### src/sv/ipv4_flow_header_parser_top_defines.svh
// Assertion macros shared by the parser. They expand to nothing in synthesis.
`ifndef IPV4_FLOW_HEADER_PARSER_TOP_DEFINES_SVH
`define IPV4_FLOW_HEADER_PARSER_TOP_DEFINES_SVH

`ifndef SYNTHESIS

// Same-cycle implication, off while reset is held.
`define IFHP_ASSERT_IMPL(lbl, clk_s, rstn_s, ante, cons, msg) \
  lbl: assert property (@(posedge clk_s) disable iff (!rstn_s) (ante) |-> (cons)) \
    else $error(msg);

// Next-cycle implication, off while reset is held.
`define IFHP_ASSERT_NEXT(lbl, clk_s, rstn_s, ante, cons, msg) \
  lbl: assert property (@(posedge clk_s) disable iff (!rstn_s) (ante) |=> (cons)) \
    else $error(msg);

`else

`define IFHP_ASSERT_IMPL(lbl, clk_s, rstn_s, ante, cons, msg)
`define IFHP_ASSERT_NEXT(lbl, clk_s, rstn_s, ante, cons, msg)

`endif

`endif

### src/sv/ifhp_pkg.sv
package ifhp_pkg;

  localparam int unsigned CountW = 15;

  localparam logic [CountW-1:0] MaxFrameLen = 15'd16384;

  localparam logic [7:0]  EthHdrLen  = 8'd14;
  localparam logic [7:0]  VlanTagLen = 8'd4;
  localparam logic [7:0]  IpMinHdr   = 8'd20;
  localparam logic [7:0]  TcpMinHdr  = 8'd20;
  localparam logic [7:0]  SmallL4Hdr = 8'd8;
  localparam logic [15:0] VlanType   = 16'h8100;
  localparam logic [15:0] Ipv4Type   = 16'h0800;
  localparam logic [7:0]  LinkEther  = 8'd1;

  localparam logic [7:0] ProtoIcmp = 8'd1;
  localparam logic [7:0] ProtoTcp  = 8'd6;
  localparam logic [7:0] ProtoUdp  = 8'd17;

  // Everything a finished frame leaves behind for the result stage.
  typedef struct packed {
    logic              link_ok;
    logic [CountW-1:0] len;
    logic              has_vlan;
    logic [15:0]       ether_kind;
    logic [5:0]        ihl;
    logic [7:0]        proto;
    logic [31:0]       src;
    logic [31:0]       dst;
    logic [5:0]        l4hl;
    logic [15:0]       sport;
    logic [15:0]       dport;
  } summary_t;

endpackage

### src/sv/ifhp_capture.sv
module ifhp_capture (
  input  logic                clk,
  input  logic                rst_n,
  input  logic                acc,
  input  logic [7:0]          frame_byte,
  input  logic                last,
  input  logic                link_ok,
  input  logic                take,
  output logic                snap_valid,
  output ifhp_pkg::summary_t  snap
);

  logic [ifhp_pkg::CountW-1:0] count_r, count_nxt, count_sat;
  logic [15:0] kind_r, kind_nxt, kind_shift;
  logic        vlan_r, vlan_nxt;
  logic [5:0]  ihl_r, ihl_nxt;
  logic [7:0]  proto_r, proto_nxt;
  logic [31:0] src_r, src_nxt;
  logic [31:0] dst_r, dst_nxt;
  logic [5:0]  l4hl_r, l4hl_nxt;
  logic [15:0] sport_r, sport_nxt;
  logic [15:0] dport_r, dport_nxt;
  logic        snap_v_r, snap_v_nxt;
  ifhp_pkg::summary_t snap_r;

  logic [7:0]  l3s, ip_end, l4_base, r3_full;
  logic [4:0]  r3;
  logic        in_ip, in_l4, is_port_proto;
  logic [ifhp_pkg::CountW-1:0] r4;

  assign kind_shift = {kind_r[7:0], frame_byte};
  assign l3s        = vlan_r ? (ifhp_pkg::EthHdrLen + ifhp_pkg::VlanTagLen)
                             : ifhp_pkg::EthHdrLen;
  assign ip_end     = l3s + ifhp_pkg::IpMinHdr;
  assign l4_base    = l3s + {2'b00, ihl_r};
  assign r3_full    = count_r[7:0] - l3s;
  assign r3         = r3_full[4:0];
  assign in_ip      = (count_r >= {7'd0, l3s}) && (count_r < {7'd0, ip_end});
  assign in_l4      = ({2'b00, ihl_r} >= ifhp_pkg::IpMinHdr) &&
                      (count_r >= {7'd0, ip_end}) && (count_r >= {7'd0, l4_base});
  assign r4         = count_r - {7'd0, l4_base};
  assign is_port_proto = (proto_r == ifhp_pkg::ProtoTcp) || (proto_r == ifhp_pkg::ProtoUdp);
  assign count_sat  = (count_r <= ifhp_pkg::MaxFrameLen) ? count_r + 15'd1 : count_r;

  always_comb begin
    kind_nxt   = kind_r;
    vlan_nxt   = vlan_r;
    ihl_nxt    = ihl_r;
    proto_nxt  = proto_r;
    src_nxt    = src_r;
    dst_nxt    = dst_r;
    l4hl_nxt   = l4hl_r;
    sport_nxt  = sport_r;
    dport_nxt  = dport_r;

    if ((count_r == 15'd12) || (count_r == 15'd13) ||
        (vlan_r && ((count_r == 15'd16) || (count_r == 15'd17)))) begin
      kind_nxt = kind_shift;
    end
    if ((count_r == 15'd13) && (kind_shift == ifhp_pkg::VlanType)) begin
      vlan_nxt = 1'b1;
    end

    if (in_ip) begin
      if (r3 == 5'd0) begin
        ihl_nxt = {frame_byte[3:0], 2'b00};
      end else if (r3 == 5'd9) begin
        proto_nxt = frame_byte;
      end else if ((r3 >= 5'd12) && (r3 < 5'd16)) begin
        src_nxt = {src_r[23:0], frame_byte};
      end else if (r3 >= 5'd16) begin
        dst_nxt = {dst_r[23:0], frame_byte};
      end
    end

    if (in_l4) begin
      if (is_port_proto) begin
        if (r4 < 15'd2) begin
          sport_nxt = {sport_r[7:0], frame_byte};
        end else if (r4 < 15'd4) begin
          dport_nxt = {dport_r[7:0], frame_byte};
        end
      end
      if ((proto_r == ifhp_pkg::ProtoTcp) && (r4 == 15'd12)) begin
        l4hl_nxt = {frame_byte[7:4], 2'b00};
      end
    end

    count_nxt = last ? '0 : count_sat;
  end

  assign snap_v_nxt = (acc && last) || (snap_v_r && !take);

  // Frame state: clear after every last byte.
  always_ff @(posedge clk) begin
    if (!rst_n) begin
      count_r  <= '0;
      kind_r   <= '0;
      vlan_r   <= 1'b0;
      ihl_r    <= '0;
      proto_r  <= '0;
      src_r    <= '0;
      dst_r    <= '0;
      l4hl_r   <= '0;
      sport_r  <= '0;
      dport_r  <= '0;
      snap_v_r <= 1'b0;
    end else begin
      snap_v_r <= snap_v_nxt;
      if (acc) begin
        if (last) begin
          count_r  <= '0;
          kind_r   <= '0;
          vlan_r   <= 1'b0;
          ihl_r    <= '0;
          proto_r  <= '0;
          src_r    <= '0;
          dst_r    <= '0;
          l4hl_r   <= '0;
          sport_r  <= '0;
          dport_r  <= '0;
        end else begin
          count_r  <= count_nxt;
          kind_r   <= kind_nxt;
          vlan_r   <= vlan_nxt;
          ihl_r    <= ihl_nxt;
          proto_r  <= proto_nxt;
          src_r    <= src_nxt;
          dst_r    <= dst_nxt;
          l4hl_r   <= l4hl_nxt;
          sport_r  <= sport_nxt;
          dport_r  <= dport_nxt;
        end
      end
    end
  end

  // Snapshot of the finished frame.
  always_ff @(posedge clk) begin
    if (acc && last) begin
      snap_r.link_ok    <= link_ok;
      snap_r.len        <= count_r + 15'd1;
      snap_r.has_vlan   <= vlan_nxt;
      snap_r.ether_kind <= kind_nxt;
      snap_r.ihl        <= ihl_nxt;
      snap_r.proto      <= proto_nxt;
      snap_r.src        <= src_nxt;
      snap_r.dst        <= dst_nxt;
      snap_r.l4hl       <= l4hl_nxt;
      snap_r.sport      <= sport_nxt;
      snap_r.dport      <= dport_nxt;
    end
  end

  assign snap_valid = snap_v_r;
  assign snap       = snap_r;

endmodule

### src/sv/ifhp_finish.sv
module ifhp_finish (
  input  logic                clk,
  input  logic                rst_n,
  input  logic                snap_valid,
  input  ifhp_pkg::summary_t  snap,
  input  logic                out_stall,
  output logic                ready,
  output logic                out_valid,
  output logic                out_status,
  output logic [31:0]         out_src_addr,
  output logic [31:0]         out_dst_addr,
  output logic [15:0]         out_src_port,
  output logic [15:0]         out_dst_port,
  output logic [7:0]          out_protocol,
  output logic [7:0]          out_payload_offset,
  output logic [14:0]         out_payload_length
);

  logic        valid_r, valid_nxt, load;
  logic        status_r;
  logic [31:0] src_r, dst_r;
  logic [15:0] sport_r, dport_r;
  logic [7:0]  proto_r, offset_r;
  logic [14:0] length_r;

  logic [7:0]  l3s, l3_end, l4hl, offset;
  logic        ports, fail;
  logic [14:0] length;

  assign l3s    = snap.has_vlan ? (ifhp_pkg::EthHdrLen + ifhp_pkg::VlanTagLen)
                                : ifhp_pkg::EthHdrLen;
  assign l3_end = l3s + {2'b00, snap.ihl};

  always_comb begin
    l4hl  = '0;
    ports = 1'b0;
    fail  = 1'b0;
    case (snap.proto)
      ifhp_pkg::ProtoTcp: begin
        l4hl  = {2'b00, snap.l4hl};
        ports = 1'b1;
        fail  = l4hl < ifhp_pkg::TcpMinHdr;
      end
      ifhp_pkg::ProtoUdp: begin
        l4hl  = ifhp_pkg::SmallL4Hdr;
        ports = 1'b1;
      end
      ifhp_pkg::ProtoIcmp: begin
        l4hl = ifhp_pkg::SmallL4Hdr;
      end
      default: begin
        l4hl = '0;
      end
    endcase
    offset = l3_end + l4hl;
    length = snap.len - {7'd0, offset};
    fail   = fail || !snap.link_ok ||
             (snap.len > ifhp_pkg::MaxFrameLen) ||
             (snap.len <= {7'd0, ifhp_pkg::EthHdrLen}) ||
             (snap.ether_kind != ifhp_pkg::Ipv4Type) ||
             (snap.len <= {7'd0, l3s}) ||
             ({2'b00, snap.ihl} < ifhp_pkg::IpMinHdr) ||
             (snap.len <= {7'd0, l3_end}) ||
             (snap.len <= {7'd0, offset});
  end

  assign ready     = !valid_r || !out_stall;
  assign load      = snap_valid && ready;
  assign valid_nxt = load || (valid_r && out_stall);

  always_ff @(posedge clk) begin
    if (!rst_n) begin
      valid_r <= 1'b0;
    end else begin
      valid_r <= valid_nxt;
    end
  end

  // Zero every field but the status of a failed frame, and the ports of one with no ports.
  always_ff @(posedge clk) begin
    if (load) begin
      status_r <= fail;
      src_r    <= fail ? '0 : snap.src;
      dst_r    <= fail ? '0 : snap.dst;
      sport_r  <= (fail || !ports) ? '0 : snap.sport;
      dport_r  <= (fail || !ports) ? '0 : snap.dport;
      proto_r  <= fail ? '0 : snap.proto;
      offset_r <= fail ? '0 : offset;
      length_r <= fail ? '0 : length;
    end
  end

  assign out_valid          = valid_r;
  assign out_status         = status_r;
  assign out_src_addr       = src_r;
  assign out_dst_addr       = dst_r;
  assign out_src_port       = sport_r;
  assign out_dst_port       = dport_r;
  assign out_protocol       = proto_r;
  assign out_payload_offset = offset_r;
  assign out_payload_length = length_r;

endmodule

### src/sv/ipv4_flow_header_parser_top.sv
// IPv4 flow header parser. Feed an Ethernet frame one byte per transaction on the in_
// channel, with in_last on its final byte; one result transaction on the out_ channel
// follows each frame and none for any other byte. A byte is taken every cycle unless
// in_stall is high: the per-byte field capture updates the frame state at the edge the
// byte is accepted, the finished frame is snapshotted at that same edge for its last
// byte, and the checks and payload arithmetic run between that snapshot register and
// the output register, where the result is held while out_stall is high. in_stall
// rises only while a snapshot waits behind an output transaction that is itself
// stalled. One optional 802.1Q tag is skipped; the frame fails unless EtherType is
// IPv4, cfg link type is Ethernet (reset value 1), the frame is no longer than 16384
// bytes, IHL and any TCP data offset give at least 20 bytes, and each header is
// strictly shorter than the bytes left for it. A failed result carries status 1 and
// all other fields zero. Write cfg only while no frame is in flight; it is sampled on
// each last byte.
`include "ipv4_flow_header_parser_top_defines.svh"

module ipv4_flow_header_parser_top (
  input  logic        clk,
  input  logic        rst_n,
  input  logic        in_valid,
  output logic        in_stall,
  input  logic [7:0]  in_frame_byte,
  input  logic        in_last,
  input  logic        cfg_wr_en,
  input  logic [7:0]  cfg_wr_data,
  output logic        out_valid,
  input  logic        out_stall,
  output logic        out_status,
  output logic [31:0] out_src_addr,
  output logic [31:0] out_dst_addr,
  output logic [15:0] out_src_port,
  output logic [15:0] out_dst_port,
  output logic [7:0]  out_protocol,
  output logic [7:0]  out_payload_offset,
  output logic [14:0] out_payload_length
);

  logic [7:0]         link_type_r;
  logic               in_acc;
  logic               snap_valid;
  logic               fin_ready;
  logic               snap_take;
  ifhp_pkg::summary_t snap;

  // Link type register: hold until written.
  always_ff @(posedge clk) begin
    if (!rst_n) begin
      link_type_r <= ifhp_pkg::LinkEther;
    end else if (cfg_wr_en) begin
      link_type_r <= cfg_wr_data;
    end
  end

  // Hold the input only when the snapshot cannot move on.
  assign in_stall  = snap_valid && !fin_ready;
  assign in_acc    = in_valid && !in_stall;
  assign snap_take = snap_valid && fin_ready;

  ifhp_capture u_capture (
    .clk        (clk),
    .rst_n      (rst_n),
    .acc        (in_acc),
    .frame_byte (in_frame_byte),
    .last       (in_last),
    .link_ok    (link_type_r == ifhp_pkg::LinkEther),
    .take       (snap_take),
    .snap_valid (snap_valid),
    .snap       (snap)
  );

  ifhp_finish u_finish (
    .clk                (clk),
    .rst_n              (rst_n),
    .snap_valid         (snap_valid),
    .snap               (snap),
    .out_stall          (out_stall),
    .ready              (fin_ready),
    .out_valid          (out_valid),
    .out_status         (out_status),
    .out_src_addr       (out_src_addr),
    .out_dst_addr       (out_dst_addr),
    .out_src_port       (out_src_port),
    .out_dst_port       (out_dst_port),
    .out_protocol       (out_protocol),
    .out_payload_offset (out_payload_offset),
    .out_payload_length (out_payload_length)
  );

  // A failed frame reports nothing but its status.
  `IFHP_ASSERT_IMPL(a_fail_zero, clk, rst_n, out_valid && out_status,
    (out_src_addr == 32'd0) && (out_dst_addr == 32'd0) && (out_protocol == 8'd0) &&
    (out_payload_offset == 8'd0) && (out_payload_length == 15'd0),
    "failed result carries nonzero fields")
  // A good frame has at least the Ethernet and minimal IPv4 headers before its payload.
  `IFHP_ASSERT_IMPL(a_ok_offset, clk, rst_n, out_valid && !out_status,
    (out_payload_offset >= 8'd34) && (out_payload_offset <= 8'd138) &&
    (out_payload_length != 15'd0),
    "good result with impossible offset or length")
  // Back-pressure reaches the input only behind a waiting result.
  `IFHP_ASSERT_IMPL(a_stall_cause, clk, rst_n, in_stall, out_valid && out_stall,
    "input stalled with no result waiting")
  // An accepted last byte always leaves a snapshot for the result stage on the next cycle.
  `IFHP_ASSERT_NEXT(a_last_snap, clk, rst_n, in_valid && !in_stall && in_last, snap_valid,
    "last byte left no snapshot")

endmodule
### config.mk
export PLATFORM = sky130hd
export DESIGN_NAME = ipv4_flow_header_parser_top
export DESIGN_NICKNAME = d
export VERILOG_FILES = /design/src/sv/ifhp_pkg.sv /design/src/sv/ifhp_capture.sv /design/src/sv/ifhp_finish.sv /design/src/sv/ipv4_flow_header_parser_top.sv
export VERILOG_INCLUDE_DIRS = /design/src /design/src/sv
export SDC_FILE = /design/constraint.sdc
export NUM_CORES = 1
export LEC_CHECK = 0
export BUFFER_PORTS_ARGS = -buffer_cell sky130_fd_sc_hd__buf_2
export CAP_MARGIN = 20
export CORE_UTILIZATION = 40
export CTS_BUF_LIST = sky130_fd_sc_hd__clkbuf_4
export CTS_CLUSTER_SIZE = 28
export DETAILED_ROUTE_END_ITERATION = 12
export PLACE_DENSITY_LB_ADDON = 0.12
export SETUP_SLACK_MARGIN = 0.05
export SLEW_MARGIN = 20
export SYNTH_ARGS = -nofsm -noshare
export SYNTH_HDL_FRONTEND = slang
export SYNTH_SLANG_ARGS = --single-unit
### constraint.sdc
create_clock -name clk -period 16.87 [get_ports clk]
set_input_delay 1.687 -clock clk [delete_from_list [all_inputs] [get_ports clk]]
set_output_delay 1.687 -clock clk [all_outputs]
set_load 0.02 [all_outputs]
==> results of run 1 <==
[registers in the layout (all words and copies together) (netlist names), 16 cells and up]
signal                 cells
u_capture.dport_r         16
u_capture.dst_r           32
u_capture.kind_r          16
u_capture.snap           149
u_capture.sport_r         16
u_capture.src_r           32
u_finish.out_dst_addr     32
u_finish.out_dst_port     16
u_finish.out_src_addr     32
u_finish.out_src_port     16
[synth_stat cells, types with 6 or more instances]
cell,count
sky130_fd_sc_hd__and3_1,7
sky130_fd_sc_hd__clkbuf_1,75
sky130_fd_sc_hd__dfxtp_1,158
sky130_fd_sc_hd__mux2i_1,9
sky130_fd_sc_hd__xor2_1,16
sky130_fd_sc_hd__nor2b_1,44
sky130_fd_sc_hd__nand2b_1,9
sky130_fd_sc_hd__inv_1,34
sky130_fd_sc_hd__nand3_1,23
sky130_fd_sc_hd__xnor2_1,23
sky130_fd_sc_hd__nor4_1,8
sky130_fd_sc_hd__a31oi_1,11
sky130_fd_sc_hd__o22ai_1,8
sky130_fd_sc_hd__nand2_1,94
sky130_fd_sc_hd__ha_1,46
sky130_fd_sc_hd__nand3b_1,6
sky130_fd_sc_hd__nand4_1,15
sky130_fd_sc_hd__a22o_1,87
sky130_fd_sc_hd__and2_1,122
sky130_fd_sc_hd__edfxtp_1,277
sky130_fd_sc_hd__or4_1,8
sky130_fd_sc_hd__o21ai_0,30
sky130_fd_sc_hd__mux2_2,112
sky130_fd_sc_hd__a21oi_1,29
sky130_fd_sc_hd__nor3_1,16
sky130_fd_sc_hd__buf_2,6
sky130_fd_sc_hd__fa_1,7
sky130_fd_sc_hd__or3_1,7
sky130_fd_sc_hd__a21boi_0,7
sky130_fd_sc_hd__a22oi_1,25
sky130_fd_sc_hd__a21o_1,16
sky130_fd_sc_hd__nor2_1,75
[metal layers]
layer	vias up	part of all wire, %	global-route usage, %
li1	5988	-	-
met1	6097	46	25.8
met2	343	46	29.2
met3	79	5.2	3.88
met4	0	2.2	7.43
met5	-	0	0
[worst max-delay path, delay by kind of cell (launching register included)]
family                     cells  cell delay (ns)
AOI/OAI and AO/OA              7             1.92
xor gates and xnor gates       1             0.29
adders and majority gates      2             0.50
buffers and inverters          1             0.52
DFF                            1             0.38
and+or+nand+nor                5             1.50
[power by group]
part	switching, mW	internal, mW
registers	0.00881	1.15
logic	0.0668	0.0252
clock network	0.441	0.533
[cells in the final DEF, fill, tap and decap left out, drive strengths merged, types with 7 or more instances in the layout]
master | Yosys | final
ha | 46 | 46
nand2 | 94 | 94
o21ai | 34 | 34
nor4 | 10 | 10
or3 | 8 | 8
xnor2 | 23 | 23
xor2 | 16 | 16
inv | 34 | 38
mux2 | 112 | 112
a31oi | 11 | 11
edfxtp | 277 | 277
a21oi | 29 | 29
a21boi | 7 | 7
nor2 | 78 | 78
nor3 | 16 | 16
a22oi | 25 | 25
buf | 8 | 169
nand2b | 9 | 9
dfxtp | 158 | 158
nand3 | 23 | 23
clkbuf | 75 | 180
and3 | 7 | 7
clkinv | 0 | 31
nand4 | 15 | 15
a22o | 87 | 87
a21o | 16 | 16
or4 | 9 | 9
nor2b | 44 | 44
and2 | 122 | 122
fa | 7 | 7
o22ai | 8 | 8
mux2i | 9 | 9
[through the flow]
| stage | util (%) | std cells | instance area, um^2 |
|---|---|---|---|
| finish | 46.9 | 2400 | 21800 |
| CTS | 46.9 | 2399 | 21800 |
| detailed placement | 43.5 | 2181 | 20200 |
| global route | 46.9 | 2400 | 21800 |
| floorplan | - | 1488 | 18800 |
| global placement | 43.4 | 2180 | 20200 |
[cell type report]
class                   count  area, um^2  area share (%)
diodes                      1        2.50          0.0115
clock buffers             180        1350            6.20
multi-input cells         936        6930            31.8
well taps                 607         759            3.48
repair buffers            169         891            4.09
flip-flops and latches    435       11500            52.7
inverters                  34         133           0.609
clock inverters            38         248            1.14
[path summary, 6_finish.rpt]
path | endpoint | slack [ns]
worst min-delay path | u_capture.l4hl_r[0] | 0.43
worst min register to register | u_capture.l4hl_r[0] | 0.43
worst max register to register | u_finish.out_dst_addr[16] | 11.50
worst max-delay path | u_finish.out_dst_addr[16] | 11.50
[cell families (layout without fill, tap and decap cells)]
group / after synthesis / count (layout)
and+or+nand+nor: 458 / 458
DFF: 435 / 435
AOI/OAI and AO/OA: 265 / 265
muxes: 121 / 121
buffers and inverters: 117 / 421
adders and majority gates: 53 / 53
xor gates and xnor gates: 39 / 39
other: 0 / 1
==> metrics.json, run 1 <==
{
  "critical_path": {
    "cp-startpoint": "u_capture.snap[105]",
    "cp_data_required_time_ns": 17.55,
    "delay_of_the_slowest_cell_on_the_worst_path_ns": 0.59,
    "reg2regPathDepth": 16,
    "cell_with_the_biggest_individual_delay_on_the_critical_path": "sky130_fd_sc_hd__or4_1",
    "worstSetupEndpointType": "flip-flop",
    "worst_setup_path_class": "reg -> reg",
    "worst-endpoint-arrival_ns": 6.04,
    "critical_path.reg2reg.startpoint": "u_capture.snap[105]",
    "startpoint_type": "flip-flop",
    "path_max_fanout": 73,
    "crit_path_cell_trace": "or4_1 > nor2b_1 > and2_1 > ha_1 > a21o_1 > a21oi_1 > o21bai_1 > a21oi_1 > xor2_1 > ha_1 > nand4_1 > o21ai_0 > o2111ai_1 > a211oi_4 > buf_4 > and2_1"
  },
  "clocking": {
    "path_clk_slew_ns": 0.07,
    "clock_latency_ns": 0.86,
    "cts_post_setup_buffers_inserted": 0,
    "cts-buffers-inserted": 114,
    "cts_hold_repair.buffers": 0,
    "cts_resized": 0,
    "cts_max_path_bufs": 3,
    "ctsRootBufferMaster": "sky130_fd_sc_hd__clkbuf_4",
    "tritoncts_clock_tree": "built",
    "clock_tree.htree_level_count": 3,
    "clock-sinks": 435
  },
  "placement": {
    "gp_congestion": 0.822,
    "dp_slack_ns": 11.48,
    "port-buffer-count": 151,
    "dp.final_hpwl_um": 28900
  },
  "synthesis": {
    "postSynthAreaPerCell_um2": 12.7,
    "netlist-cell-type-count": 71,
    "synthesis.nets": 1563,
    "synth_warnings": 0,
    "synth-seq-area-share_pct": 61.0,
    "dominantRegCellSynth": "sky130_fd_sc_hd__edfxtp_1",
    "synth-xor-area-share_pct": 1.81,
    "synth_top_cells_by_area": "sky130_fd_sc_hd__edfxtp_1 (44%), sky130_fd_sc_hd__dfxtp_1 (17%), sky130_fd_sc_hd__mux2_2 (6.7%)",
    "synthAdderAreaFrac_pct": 3.80,
    "synth_top_family_by_area": "simple AND/OR/NAND/NOR gates",
    "synthCells": 1488,
    "muxShareOfSynthArea_pct": 7.18,
    "ys_async_sr_fraction_pct": 0,
    "mappedNetlistArea_mm2": 0.0188,
    "synth_top_area_cell": "sky130_fd_sc_hd__edfxtp_1",
    "post-synth-top-area-fraction_pct": 44.2,
    "synth_compound_area_share_pct": 10.5,
    "ys_seq_elements": 435,
    "synth_edf_count": 277,
    "post_synth_and_or_nand_nor_area_fraction_pct": 13.3
  },
  "global_route": {
    "antenna_found_initial": 3,
    "overflow": 0,
    "track_usage_pct": 18.8,
    "grt_first_pass_wirelength_um": 69100,
    "grt_max_degree": 78,
    "first_global_vias": 12100
  },
  "flow_run": {
    "cap_violations": 0
  },
  "timing": {
    "post-route-period-util_pct": 31.8,
    "timing.max_slew.rel_slack_pct": 34.6,
    "setup_violations": 0,
    "final-hold-violation-count": 0,
    "final.hold.worst_slack_ns": 0.434,
    "fin_tns_setup_ns": 0,
    "worst-slew-pin-transition_ns": 0.980,
    "fin_skew_ns": 0.0802,
    "fin_crit_ns": 5.37,
    "setup_slack_ns": 11.50,
    "number_of_pins_with_negative_max_slew_slack_in_the_final_report": 0,
    "grt_setup_unrepaired": "false",
    "fmax_ghz": 0.186
  },
  "layout": {
    "num-nets-final": 1765,
    "synthToLayoutAreaGrowth_pct": 15.8,
    "share_of_cells_above_drive_strength_1_pct": 27.5,
    "fillers": 4325
  },
  "die": {
    "fp.dieW_um": 219,
    "start_util_pct": 40.5,
    "fp.dieArea_mm2": 0.0479,
    "floorplan_core_area_mm2": 0.0465,
    "fp-row-count": 79,
    "fp.dieH_um": 219,
    "io-pin-count": 152
  },
  "power": {
    "p_leak_nw": 8.66,
    "total_power_mw": 2.22,
    "peakVddDrop_v": 0.0000489,
    "powerDensity_mw_per_mm2": 102
  },
  "route": {
    "totalWireLength_um": 44800,
    "detail_route.drc_violations": 0,
    "via_cell_ratio": 5.21,
    "dr.pass1.iters": 8,
    "dr.first_iter.drc_count": 757,
    "route.vias.total": 12500,
    "drtAntennaViolNets": 0,
    "avgRoutedWirePerCell_um": 18.7
  },
  "min_path": {
    "worstHoldStart": "u_capture.l4hl_r[0]",
    "timing.hold.worst.class": "reg -> reg",
    "min_delay_path_depth": 2
  },
  "run_status": {
    "run_status": "finished clean"
  }
}
No activity file was read; power rests on OpenSTA's default activity.
==> inputs of run 2 (changes only) <==
--- a/config.mk
+++ b/config.mk
@@ -6,6 +6,7 @@
 export SDC_FILE = /design/constraint.sdc
 export NUM_CORES = 1
 export LEC_CHECK = 0
+export ABC_AREA = 1
 export BUFFER_PORTS_ARGS = -buffer_cell sky130_fd_sc_hd__buf_2
 export CAP_MARGIN = 20
 export CORE_UTILIZATION = 40
==> constraint.sdc (replaced) <==
create_clock -name clk -period 4.4 [get_ports clk]
set_input_delay 0.44 -clock clk [delete_from_list [all_inputs] [get_ports clk]]
set_output_delay 0.44 -clock clk [all_outputs]
set_load 0.02 [all_outputs]
==> run 2 against run 1 <==
Effect of this change: flip-flop and latch count stayed put; first-iteration DRC count is 33% higher; die area grew 7.4%; combinational power rose to 4.4 times the previous value; critical endpoint is now u_finish.out_dst_addr[14]; largest power group unchanged; core utilization grew 0.30 points; count of clock-buffer cells in the layout decreased by 1; via count up 27%; area after synthesis rose by 7.5%.
==> metrics.json, run 2 <==
{
  "run_status": {
    "run_status": "finished clean"
  },
  "die": {
    "fp.dieArea_mm2": 0.0515,
    "fp.dieW_um": 227,
    "start_util_pct": 40.4,
    "fp.dieH_um": 227,
    "fp-row-count": 82,
    "io-pin-count": 152,
    "floorplan_core_area_mm2": 0.0501
  },
  "synthesis": {
    "synthesis.nets": 2302,
    "synth_top_area_cell": "sky130_fd_sc_hd__edfxtp_1",
    "synth.most_common_cell": "sky130_fd_sc_hd__nand2_1",
    "yosys-top-cells-count": "sky130_fd_sc_hd__nand2_1 (498), sky130_fd_sc_hd__inv_1 (311), sky130_fd_sc_hd__edfxtp_1 (277)",
    "dominantRegCellSynth": "sky130_fd_sc_hd__edfxtp_1",
    "synth_warnings": 0,
    "ys_seq_elements": 435,
    "postSynthAreaPerCell_um2": 9.09,
    "netlist-cell-type-count": 49,
    "synth_edf_count": 277,
    "mappedNetlistArea_mm2": 0.0202,
    "synth_top_cells_by_area": "sky130_fd_sc_hd__edfxtp_1 (41%), sky130_fd_sc_hd__dfxtp_1 (16%), sky130_fd_sc_hd__nand2_1 (9.2%)",
    "ys_async_sr_fraction_pct": 0,
    "post-synth-top-area-fraction_pct": 41.1,
    "synthCells": 2227,
    "synth-seq-area-share_pct": 56.7
  },
  "timing": {
    "grt_setup_unrepaired": "false",
    "final-hold-violation-count": 0,
    "final.hold.worst_slack_ns": 0.458,
    "timing.max_slew.rel_slack_pct": 38.1,
    "number_of_pins_with_negative_max_slew_slack_in_the_final_report": 0,
    "fin_crit_ns": 4.07,
    "setup_violations": 0,
    "fin_tns_setup_ns": 0,
    "fin_skew_ns": 0.0802,
    "fmax_ghz": 0.246,
    "worst-slew-pin-transition_ns": 0.929,
    "post-route-period-util_pct": 92.5
  },
  "critical_path": {
    "reg2reg_setup_slack_ns": 0.33,
    "worst-endpoint-arrival_ns": 4.65,
    "startpoint_type": "flip-flop",
    "cp-startpoint": "u_capture.snap[111]",
    "timing.rr.end": "u_finish.out_dst_addr[14]",
    "path_max_fanout": 41,
    "worst_setup_path_class": "reg -> reg",
    "worstSetupEndpointType": "flip-flop",
    "cp-endpoint": "u_finish.out_dst_addr[14]",
    "critical_path.reg2reg.startpoint": "u_capture.snap[111]",
    "reg2regPathDepth": 20,
    "cp_data_required_time_ns": 4.98
  },
  "layout": {
    "most-common-layout-cells": "sky130_fd_sc_hd__nand2_1 (496), sky130_fd_sc_hd__inv_1 (311), sky130_fd_sc_hd__edfxtp_1 (277)",
    "mostFrequentLayoutCell": "sky130_fd_sc_hd__nand2_1",
    "register_area_mm2": 0.0115,
    "num-nets-final": 2528,
    "fillers": 4934,
    "synthToLayoutAreaGrowth_pct": 16.8,
    "top_register": "u_capture.snap",
    "final_core_util_pct": 47.2,
    "max_reg_flops": 149,
    "share_of_cells_above_drive_strength_1_pct": 17.2,
    "multiInputGateArea_mm2": 0.00716
  },
  "clocking": {
    "tritoncts_clock_tree": "built",
    "clock_latency_ns": 0.86,
    "cts-buffers-inserted": 112,
    "clock-sinks": 435,
    "clock_tree.htree_level_count": 3,
    "cts_max_path_bufs": 3,
    "path_clk_slew_ns": 0.07,
    "ctsRootBufferMaster": "sky130_fd_sc_hd__clkbuf_4"
  },
  "power": {
    "total_power_mw": 8.47,
    "p_leak_nw": 9.89,
    "power_switching_share_pct": 24.1,
    "total_switching_power_mw": 2.04,
    "pwr-share-seq_pct": 52.4,
    "share_of_total_power_in_the_clock_network_pct": 42.8,
    "pwr-share-comb_pct": 4.8,
    "internal_power_mw": 6.43,
    "powerDensity_mw_per_mm2": 358,
    "peakVddDrop_v": 0.000229
  },
  "route": {
    "avgRoutedWirePerCell_um": 15.6,
    "dr.pass1.iters": 6,
    "dr.first_iter.drc_count": 1009,
    "drtAntennaViolNets": 0,
    "totalWireLength_um": 50400,
    "via_cell_ratio": 4.93,
    "route.vias.total": 15900,
    "detail_route.drc_violations": 0
  },
  "placement": {
    "port-buffer-count": 151,
    "dp.final_hpwl_um": 32500,
    "gp_congestion": 0.846
  },
  "global_route": {
    "track_usage_pct": 19.7,
    "grt_first_pass_wirelength_um": 79300,
    "overflow": 0,
    "grt_max_degree": 129,
    "antenna_found_initial": 2,
    "first_global_vias": 15300
  },
  "min_path": {
    "timing.hold.worst.class": "reg -> reg"
  },
  "flow_run": {
    "cap_violations": 0
  }
}
[run 2: cell count changes in the layout (fill, tap and decap cells not counted), moves of 101 or more]
cell,before,now
sky130_fd_sc_hd__a21oi_1,29,176
sky130_fd_sc_hd__and2_1,122,21
sky130_fd_sc_hd__inv_1,33,311
sky130_fd_sc_hd__mux2_2,112,0
sky130_fd_sc_hd__nand2_1,94,496
sky130_fd_sc_hd__nor2_1,75,207
[run 2: timing repair]
item,CTS,global route
hold buffers,28,0
resized for setup,0,6
endpoints found under the hold margin,27,0
setup buffers,0,0
endpoints found under the setup margin,0,127
[run 2: how the worst min path moves through the flow]
| stage | slack (ns) | startpoint | endpoint | cells after the start |
|---|---|---|---|---|
| floorplan | 0.43 | link_type_r[0] | link_type_r[0] | 2 |
| global placement | 0.44 | u_capture.l4hl_r[0] | u_capture.l4hl_r[0] | 2 |
| detailed placement | 0.45 | u_capture.l4hl_r[0] | u_capture.l4hl_r[0] | 2 |
| CTS | 0.39 | in_last | u_capture.count_r[0] | 5 |
| global route | 0.45 | out_stall | u_finish.out_valid | 4 |
| finish | 0.46 | u_capture.l4hl_r[0] | u_capture.l4hl_r[0] | 2 |
[run 2: critical path, stage by stage, from the launching register on]
cell and delay, ns:
sky130_fd_sc_hd__edfxtp_1 0.37, sky130_fd_sc_hd__inv_1 0.13, sky130_fd_sc_hd__fa_1 0.59, sky130_fd_sc_hd__inv_1 0.05, sky130_fd_sc_hd__ha_1 0.34, sky130_fd_sc_hd__nand3_1 0.09
sky130_fd_sc_hd__and2_1 0.18, sky130_fd_sc_hd__inv_1 0.05, sky130_fd_sc_hd__a21oi_1 0.05, sky130_fd_sc_hd__o21ai_1 0.20, sky130_fd_sc_hd__a21oi_1 0.09, sky130_fd_sc_hd__or2_2 0.29
sky130_fd_sc_hd__ha_1 0.34, sky130_fd_sc_hd__nand2_1 0.08, sky130_fd_sc_hd__nor2_1 0.13, sky130_fd_sc_hd__nand4_1 0.10, sky130_fd_sc_hd__a21oi_1 0.19, sky130_fd_sc_hd__nor2_2 0.10
sky130_fd_sc_hd__nand2_4 0.13, sky130_fd_sc_hd__buf_12 0.22, sky130_fd_sc_hd__nor2_1 0.07
[run 2: cell type report]
class	instances	share of cell area [%]
well taps	672	3.56
repair buffers	211	6.10
inverters	317	5.04
clock buffers	179	5.68
multi-input cells	1376	30.3
diodes	1	0.0106
flip-flops and latches	435	48.6
clock inverters	32	0.736
[run 2: metrics by stage]
| stage | worst slack, ns | instance area [um^2] | instances |
|---|---|---|---|
| after floorplan | 0.445 | 20300 | 2227 |
| after global placement | 0.249 | 21800 | 2983 |
| after detailed placement | 0.0729 | 21800 | 2983 |
| after CTS | 0.102 | 23600 | 3222 |
| after global routing | 0.0530 | 23600 | 3223 |
| final | 0.331 | 23600 | 3223 |
[run 2: layer usage]
layer	global-route usage, %	vias to the layer above	part of all wire [%]	wire, um
met4	8.70	2	2.7	1370
met2	32.2	393	47	23800
li1	-	7863	-	-
met5	0	-	0.026	13
met1	25.3	7528	45	22600
met3	3.93	98	5.2	2640
[run 2: kinds of logic (layout without fill, tap and decap cells)]
logic type / count (synthesis) / count (layout) / synth area share, %
compound gates: 318 / 318 / 9.18
xor+xnor: 32 / 32 / 1.39
fa+ha+maj: 53 / 53 / 3.54
buf+inv: 416 / 739 / 8.19
flops: 435 / 435 / 56.7
other cells: 0 / 1 / 0
simple gates: 973 / 973 / 21.0
[run 2: power groups by stage]
stage               clock network [mW]  logic, mW  registers (mW)
floorplan                            0      0.211            4.56
global placement                     0      0.391            4.53
detailed placement                   0      0.390            4.53
CTS                               3.77      0.414            4.44
global route                      3.96      0.449            4.44
finish                            3.62      0.407            4.44
==> inputs of run 3 (changes only) <==
--- a/config.mk
+++ b/config.mk
@@ -19,3 +19,4 @@
 export SYNTH_ARGS = -nofsm -noshare
 export SYNTH_HDL_FRONTEND = slang
 export SYNTH_SLANG_ARGS = --single-unit
+export TNS_END_PERCENT = 30
==> constraint.sdc (replaced) <==
create_clock -name clk -period 5 [get_ports clk]
set_input_delay 0.5 -clock clk [delete_from_list [all_inputs] [get_ports clk]]
set_output_delay 0.5 -clock clk [all_outputs]
set_load 0.02 [all_outputs]
==> run 3 against run 2 <==
Effect of this change: hold slack lost 0.37 ns; first-iteration DRC count fell by 6.5%; final area shrank 0.65%; sequential power shrank 12%; clock skew is 0.0019 ns higher; count of clock-buffer cells in the layout rose by 7; register-to-register slack better by 0.17 ns; worst setup slack gained 0.17 ns; sequential share of layout area up 0.32 points; critical endpoint is now u_finish.out_dst_addr[18]; largest cell class unchanged; highest routed layer unchanged.
==> metrics.json, run 3 (synthesized netlist as in run 2, its figures left out) <==
{
  "run_status": {
    "run_status": "finished clean"
  },
  "route": {
    "totalWireLength_um": 50300,
    "dr.pass1.iters": 5,
    "dr.first_iter.drc_count": 943,
    "detail_route.drc_violations": 0,
    "avgRoutedWirePerCell_um": 15.7,
    "drtAntennaViolNets": 0,
    "via_cell_ratio": 4.90,
    "route.vias.total": 15700
  },
  "clocking": {
    "ctsRootBufferMaster": "sky130_fd_sc_hd__clkbuf_4",
    "cts_resized": 0,
    "clock-sinks": 435,
    "cts_post_setup_buffers_inserted": 0,
    "tritoncts_clock_tree": "built",
    "clock_latency_ns": 0.86,
    "cts_max_path_bufs": 3,
    "cts-buffers-inserted": 115,
    "clock_tree.htree_level_count": 3,
    "path_clk_slew_ns": 0.06
  },
  "timing": {
    "worst-slew-pin-transition_ns": 1.03,
    "fin_tns_setup_ns": 0,
    "setup_slack_ns": 0.505,
    "post-route-period-util_pct": 89.9,
    "timing.max_slew.rel_slack_pct": 31.1,
    "final-hold-violation-count": 0,
    "grt_setup_unrepaired": "false",
    "setup_violations": 0,
    "final.hold.worst_slack_ns": 0.0893,
    "number_of_pins_with_negative_max_slew_slack_in_the_final_report": 0,
    "fin_skew_ns": 0.0821,
    "fmax_ghz": 0.222,
    "fin_crit_ns": 4.49
  },
  "layout": {
    "finalNonFillerCells": 3210,
    "multiInputGateArea_mm2": 0.00714,
    "num-nets-final": 2515,
    "register_area_mm2": 0.0115,
    "most-common-layout-cells": "sky130_fd_sc_hd__nand2_1 (496), sky130_fd_sc_hd__inv_1 (311), sky130_fd_sc_hd__edfxtp_1 (277)",
    "top_register": "u_capture.snap",
    "design_area_mm2": 0.0235,
    "synthToLayoutAreaGrowth_pct": 16.1,
    "fillers": 5033,
    "share_of_cells_above_drive_strength_1_pct": 16.8,
    "max_reg_flops": 149,
    "final_core_util_pct": 46.9,
    "mostFrequentLayoutCell": "sky130_fd_sc_hd__nand2_1"
  },
  "global_route": {
    "track_usage_pct": 19.7,
    "overflow": 0,
    "grt_first_pass_wirelength_um": 78900,
    "first_global_vias": 15100,
    "grt_max_degree": 129,
    "antenna_found_initial": 2
  },
  "critical_path": {
    "path_max_fanout": 39,
    "critical_path.reg2reg.startpoint": "u_capture.snap[132]",
    "worst-endpoint-arrival_ns": 5.06,
    "worstSetupEndpointType": "flip-flop",
    "worst_setup_path_class": "reg -> reg",
    "startpoint_type": "flip-flop",
    "cp-startpoint": "u_capture.snap[132]",
    "cp_data_required_time_ns": 5.57
  },
  "power": {
    "powerDensity_mw_per_mm2": 320,
    "p_leak_nw": 9.81,
    "peakVddDrop_v": 0.000146,
    "total_power_mw": 7.52
  },
  "die": {
    "start_util_pct": 40.4,
    "fp.dieW_um": 227,
    "floorplan_core_area_mm2": 0.0501,
    "fp.dieH_um": 227,
    "fp.dieArea_mm2": 0.0515,
    "io-pin-count": 152,
    "fp-row-count": 82
  },
  "min_path": {
    "timing.hold.worst.class": "in -> reg",
    "worstHoldStart": "in_frame_byte[7]"
  },
  "flow_run": {
    "cap_violations": 0
  },
  "placement": {
    "port-buffer-count": 151,
    "dp_slack_ns": 0.504,
    "placed_cells_incl_taps": 2972,
    "placed_cell_area_mm2": 0.0217,
    "gp_congestion": 0.899,
    "dp.final_hpwl_um": 32800
  }
}
[run 3: worst max-delay path, stage by stage (launching register included)]
cell and delay, ns:
sky130_fd_sc_hd__edfxtp_1 0.47, sky130_fd_sc_hd__inv_1 0.15, sky130_fd_sc_hd__ha_1 0.29, sky130_fd_sc_hd__nand2_1 0.09, sky130_fd_sc_hd__nor2_1 0.04, sky130_fd_sc_hd__a211oi_1 0.31
sky130_fd_sc_hd__xor2_1 0.23, sky130_fd_sc_hd__inv_1 0.07, sky130_fd_sc_hd__ha_1 0.29, sky130_fd_sc_hd__inv_1 0.05, sky130_fd_sc_hd__o21ai_0 0.27, sky130_fd_sc_hd__a21oi_1 0.10
sky130_fd_sc_hd__or2_2 0.31, sky130_fd_sc_hd__ha_1 0.35, sky130_fd_sc_hd__nand2_1 0.08, sky130_fd_sc_hd__nor2_1 0.12, sky130_fd_sc_hd__nand4_1 0.10, sky130_fd_sc_hd__a21oi_1 0.16
sky130_fd_sc_hd__nor2_1 0.11, sky130_fd_sc_hd__nand2_4 0.28, sky130_fd_sc_hd__buf_12 0.24, sky130_fd_sc_hd__nor2_1 0.06
[run 3: power by group]
part	total (mW)	leakage, nW	switching, mW	internal (mW)
registers	3.91	3.89	0.0321	3.88
logic	0.357	4.98	0.258	0.0985
clock network	3.26	0.942	1.47	1.78
[run 3: routing by layer]
| metal | vias up | wire length, um | track usage, % |
|---|---|---|---|
| li1 | 7845 | - | - |
| met1 | 7429 | 22900 | 25.5 |
| met2 | 374 | 23400 | 31.9 |
| met3 | 81 | 2760 | 4.41 |
| met4 | 2 | 1250 | 7.87 |
| met5 | - | 10 | 0 |
[run 3: what timing repair did]
item,4_1_cts,5_1_grt
setup endpoints to repair,0,0
endpoints found under the hold margin,14,0
hold buffers,22,0
[run 3: final cells by class]
class / count / share of cell area, %
inverters: 317 / 5.08
multi-input cells: 1376 / 30.4
well taps: 672 / 3.58
flip-flops and latches: 435 / 48.9
clock buffers: 186 / 5.95
diodes: 1 / 0.0107
clock inverters: 28 / 0.741
repair buffers: 195 / 5.34
[run 3: worst paths after layout]
| check | end | slack [ns] | cells after the start |
|---|---|---|---|
| max | u_finish.out_dst_addr[18] | 0.51 | 21 |
| min reg2reg | u_capture.l4hl_r[1] | 0.46 | 2 |
| min | u_capture.snap[7] | 0.09 | 3 |
| max reg2reg | u_finish.out_dst_addr[18] | 0.51 | 21 |
